<file path="config.mk">
export PLATFORM = sky130hd
export DESIGN_NAME = qn_isqrt
export DESIGN_NICKNAME = d
export VERILOG_FILES = /design/src/hw/rtl/qn_pkg.sv /design/src/hw/rtl/qn_isqrt.sv
export SDC_FILE = /design/constraint.sdc
export NUM_CORES = 2
export LEC_CHECK = 0
export BUFFER_PORTS_ARGS = -buffer_cell sky130_fd_sc_hd__buf_2
export CORE_ASPECT_RATIO = 1.5
export CORE_MARGIN = 1.5
export CORE_UTILIZATION = 40
export DETAILED_ROUTE_END_ITERATION = 10
export PLACE_DENSITY = 0.66
export SYNTH_ARGS = -nofsm -noshare
export SYNTH_HDL_FRONTEND = slang
export SYNTH_MEMORY_MAX_BITS = 65536
export SYNTH_SLANG_ARGS = --single-unit
</file>
<file path="constraint.sdc">
create_clock -name clk_i -period 10.35 [get_ports clk_i]
set_input_delay 1.035 -clock clk_i [delete_from_list [all_inputs] [get_ports clk_i]]
set_output_delay 1.035 -clock clk_i [all_outputs]
set_load 0.005 [all_outputs]
</file>
<file path="src/hw/rtl/qn_pkg.sv">
// qn_pkg: shared constants for the quaternion normalizer.
// No dependencies; used by the interfaces, the arithmetic units and the top level.
package qn_pkg;

  // Default component width (signed Q1.F with F = width - 2).
  localparam int unsigned COMP_WIDTH_DEF = 16;
  // Quaternion has four components, handled as four parallel lanes.
  localparam int unsigned NUM_LANES      = 4;
  // Magnitudes are left-aligned into this width before the unit divide.
  localparam int unsigned SCALE_W        = 32;
  // Leading one of the largest aligned magnitude lands at this bit.
  localparam int unsigned SCALE_TOP      = 30;
  localparam int unsigned SHIFT_W        = $clog2(SCALE_W);
  // Radicand and root widths of the square root units.
  localparam int unsigned SQRT_RAD_W     = 2 * SCALE_W + 2;
  localparam int unsigned SQRT_ROOT_W    = SQRT_RAD_W / 2;

endpackage

</file>
<file path="src/hw/rtl/qn_isqrt.sv">
// qn_isqrt: pipelined digit-by-digit integer square root, one root bit per stage.
// Depends on qn_pkg for default widths; stage enables come from the top level.
module qn_isqrt
  import qn_pkg::*;
#(
  parameter int unsigned RAD_W  = SQRT_RAD_W,
  parameter int unsigned SIDE_W = 1
) (
  input  logic                 clk_i,
  input  logic [RAD_W/2-1:0]   load_i,
  input  logic [RAD_W-1:0]     rad_i,
  input  logic [SIDE_W-1:0]    side_i,
  output logic [RAD_W/2-1:0]   root_o,
  output logic [RAD_W/2+1:0]   rem_o,
  output logic [SIDE_W-1:0]    side_o
);

  localparam int unsigned RW = RAD_W / 2;  // root bits, one per stage
  localparam int unsigned PW = RW + 2;     // partial remainder bits

  logic [PW-1:0]     rem_q  [RW];
  logic [RW-1:0]     root_q [RW];
  logic [RAD_W-1:0]  rad_q  [RW];
  logic [SIDE_W-1:0] side_q [RW];

  for (genvar s = 0; s < RW; s++) begin : g_stage
    logic [PW-1:0]     rem_in;
    logic [PW-1:0]     rem_sh;
    logic [PW-1:0]     trial;
    logic [RW-1:0]     root_in;
    logic [RAD_W-1:0]  rad_in;
    logic [SIDE_W-1:0] side_in;
    logic              fit;

    if (s == 0) begin : g_first
      assign rem_in  = '0;
      assign root_in = '0;
      assign rad_in  = rad_i;
      assign side_in = side_i;
    end else begin : g_next
      assign rem_in  = rem_q[s-1];
      assign root_in = root_q[s-1];
      assign rad_in  = rad_q[s-1];
      assign side_in = side_q[s-1];
    end

    // remainder is at most 2*root, so its top two bits are free here
    assign rem_sh = {rem_in[PW-3:0], rad_in[RAD_W-1 -: 2]};
    assign trial  = {root_in, 2'b01};
    assign fit    = (rem_sh >= trial);

    always_ff @(posedge clk_i) begin
      if (load_i[s]) begin
        rem_q[s]  <= fit ? (rem_sh - trial) : rem_sh;
        root_q[s] <= {root_in[RW-2:0], fit};
        rad_q[s]  <= rad_in << 2;
        side_q[s] <= side_in;
      end
    end
  end

  assign root_o = root_q[RW-1];
  assign rem_o  = rem_q[RW-1];
  assign side_o = side_q[RW-1];

endmodule

</file>
==> flow_metrics.tcl <==
set metrics [dict create \
    p_seq_share_pct 45.5 \
    ys.flop_type "edfxtp_1" \
    rsz0062_at_grt "false" \
    vdd_drop_max_uv 190 \
    synth-seq-area-share_pct 64.1 \
    insertion_delay_ns 0.87 \
    cts_buffers 276 \
    synth_cell_types 90 \
    cp_slowest_cell "inv_1" \
    die_h_um 691 \
    power_frac_comb_pct 23.9 \
    drive_gt1_share_pct 8.20 \
    fin_crit_ns 5.17 \
    finalClockSkew_ns 0.0674 \
    final_cell_mix "2,692 x edfxtp_1, 753 x inv_1, 673 x nand2_1" \
    max_slew_margin_pct 6.57 \
    cp_max_fo 49 \
    syn2layout_area_growth_pct 11.9 \
    p_clk_share_pct 30.6 \
    critPathTopFamily "simple AND/OR/NAND/NOR gates" \
    cp_num_buf_inv 2 \
    h-tree-depth 5 \
    wl_per_cell_um 20.2 \
    dp.final_hpwl_mm 227 \
    cp_cell_sequence "ha_1, nand4b_1, or3_1, nor2_1, a31oi_1, nand2b_1, a211oi_4, buf_4, inv_1, nand4_1, nor4_1, xor2_1" \
    cap_violations 0 \
    synth_seq_cells 2692 \
    synth_edf_count 2692 \
    hp-class "in2reg" \
    tightest_slew_ns 1.39 \
    clockBufferDepth 4 \
    wirelength_mm 294 \
    firstDrtPassIters 8 \
    tns_ns 0 \
    final_common_cell "edfxtp_1" \
    grt_pass1_wl_mm 444 \
    avgSynthCellArea_um2 12.9 \
    hold_violations 0 \
    grt_max_degree 82 \
    grtUsageTotal_pct 18.0 \
    place.gp.congestion 0.987 \
    core_area_um2 314000 \
    fmax_mhz 193 \
    syn_nets 10504 \
    nFillCells 27913 \
    initialDrtViolationCount 4378 \
    vias 76920 \
    cts_resized 0 \
    holdBufCountCts 0 \
    cts_tree "built" \
    power.switching_mw 9.72 \
    grt_pass1_vias 80091 \
    fp.dieW_um 462 \
    power.internal_mw 23.1 \
    cp_slowest_stage_delay_ns 0.64 \
    p_per_area_nw_per_um2 232 \
    antenna_found_initial 17 \
    post_drt_via_cell_ratio 5.30 \
    required_ns 10.89 \
    start_util_pct 40.2 \
    cp.arrival_ns 5.71 \
    syn-instance-count 9806 \
    crit_type "reg2reg" \
    status "finished clean" \
    final_max_slew_viol_count 0 \
    post-cts-setup-buffers 0 \
    finalSetupViolCount 0 \
    crit_path_end_kind "register" \
    pin_count 170 \
    overflow 0 \
    drc 0 \
    clockRootBuffer "clkbuf_16" \
    switching_share_pct 29.6 \
    cp-start-kind "register" \
    syn_area_um2 126000 \
    period_share_pct 49.9 \
    drt.antenna.violating_nets 0 \
    dp_cells 14016 \
    design.final.nets 10802 \
    io_buffer_count 169 \
    die_area_um2 319000 \
    row_count 252 \
    p_leak_nw 53.4 \
    final_cells 14511 \
    cts.sinks 2692 \
    async_flop_share_pct 0 \
    clk_pin_slew_ns 0.07 \
    yosys_warnings 0 \
]
-- flip-flops by register name, summed over array words and instances, names as in the netlist --
register and count:
root_q 561, rem_q 1042, rad_q 1056, side_q 33
-- through the flow --
stage	util (%)	worst slack, ns	hold slack (ns)	total power, mW	area [um^2]
finish	45.0	5.18	0.319	32.8	141000
global route	45.0	5.03	0.248	34.4	141000
floorplan	-	6.80	0.400	20.4	126000
global placement	42.1	5.34	0.400	22.8	132000
detailed placement	42.1	5.33	0.405	22.9	132000
CTS	45.0	5.33	0.237	33.0	141000
-- power by group through the flow --
stage	registers [mW]	logic (mW)	clock network, mW
6_report	14.9	7.84	10.0
2_1_floorplan	14.7	5.65	0
3_5_place_dp	15.2	7.76	0
5_1_grt	15.1	8.61	10.7
3_3_place_gp	15.1	7.64	0
4_1_cts	14.9	7.81	10.3
-- cell families after synthesis --
family          count (synthesis)  synth area share (%)
compound gates               2054                  10.2
simple gates                 2497                  9.83
fa+ha+maj                     597                  5.92
mux                           118                  1.04
other cells                     1               0.00297
flops                        2692                  64.1
buf+inv                       970                  2.91
xor+xnor                      877                  6.09
-- synth_stat cells (21+ instances only) --
| cell type | instances | area (um^2) |
|---|---|---|
| a2111oi_0 | 21 | 184 |
| a211oi_1 | 46 | 345 |
| a21boi_0 | 29 | 218 |
| a21o_1 | 276 | 2070 |
| a21oi_1 | 612 | 3060 |
| a31oi_1 | 50 | 313 |
| and2_1 | 40 | 250 |
| and3_1 | 62 | 388 |
| clkbuf_1 | 179 | 672 |
| edfxtp_1 | 2692 | 80800 |
| ha_1 | 597 | 7470 |
| inv_1 | 753 | 2830 |
| mux2_2 | 105 | 1180 |
| nand2_1 | 673 | 2530 |
| nand2b_1 | 107 | 669 |
| nand3_1 | 136 | 681 |
| nand4_1 | 94 | 588 |
| nor2_1 | 571 | 2140 |
| nor2b_1 | 88 | 551 |
| nor3_1 | 236 | 1180 |
| nor3b_1 | 28 | 210 |
| nor4_1 | 135 | 845 |
| o2111ai_1 | 21 | 184 |
| o211ai_1 | 43 | 323 |
| o21a_1 | 121 | 908 |
| o21ai_0 | 523 | 2620 |
| o21bai_1 | 67 | 503 |
| o31ai_1 | 61 | 458 |
| or2_2 | 61 | 382 |
| or3_1 | 105 | 657 |
| or4_1 | 63 | 473 |
| xnor2_1 | 458 | 4010 |
| xor2_1 | 419 | 3670 |
-- metal layers --
layer / routed length, um / track usage (%) / vias up / share of wire [%]
met5: 65 / 0 / - / 0.022
met4: 27200 / 14.8 / 10 / 9.3
li1: - / - / 36928 / -
met3: 10600 / 2.82 / 984 / 3.6
met1: 85300 / 13.9 / 37003 / 29
met2: 171000 / 37.3 / 1995 / 58
-- layout make-up --
class                      count  area [um^2]  share of cell area, %
inverter                     757         2840                   2.01
timing repair buffer         233         1390                  0.984
tap                         4191         5240                   3.71
clock inverter               151         1800                   1.28
sequential                  2692        80800                   57.2
clock buffer                 333         7270                   5.15
antenna                       10         25.0                 0.0177
multi-input combinational   6144        41800                   29.6
-- path summary, 6_finish.rpt --
kind	startpoint	slack, ns	endpoint	depth (start not counted)
worst max-delay path	rem_q[1][268]$_DFFE_PP_	5.18	rem_q[1][308]$_DFFE_PP_	12
worst min-delay path	rad_i[23]	0.32	rad_q[0][23]$_DFFE_PP_	1
worst max register to register	rem_q[1][268]$_DFFE_PP_	5.18	rem_q[1][308]$_DFFE_PP_	12
worst min register to register	rad_q[0][690]$_DFFE_PP_	0.38	rad_q[0][756]$_DFFE_PP_	0
(Power assumes the default switching activity.)
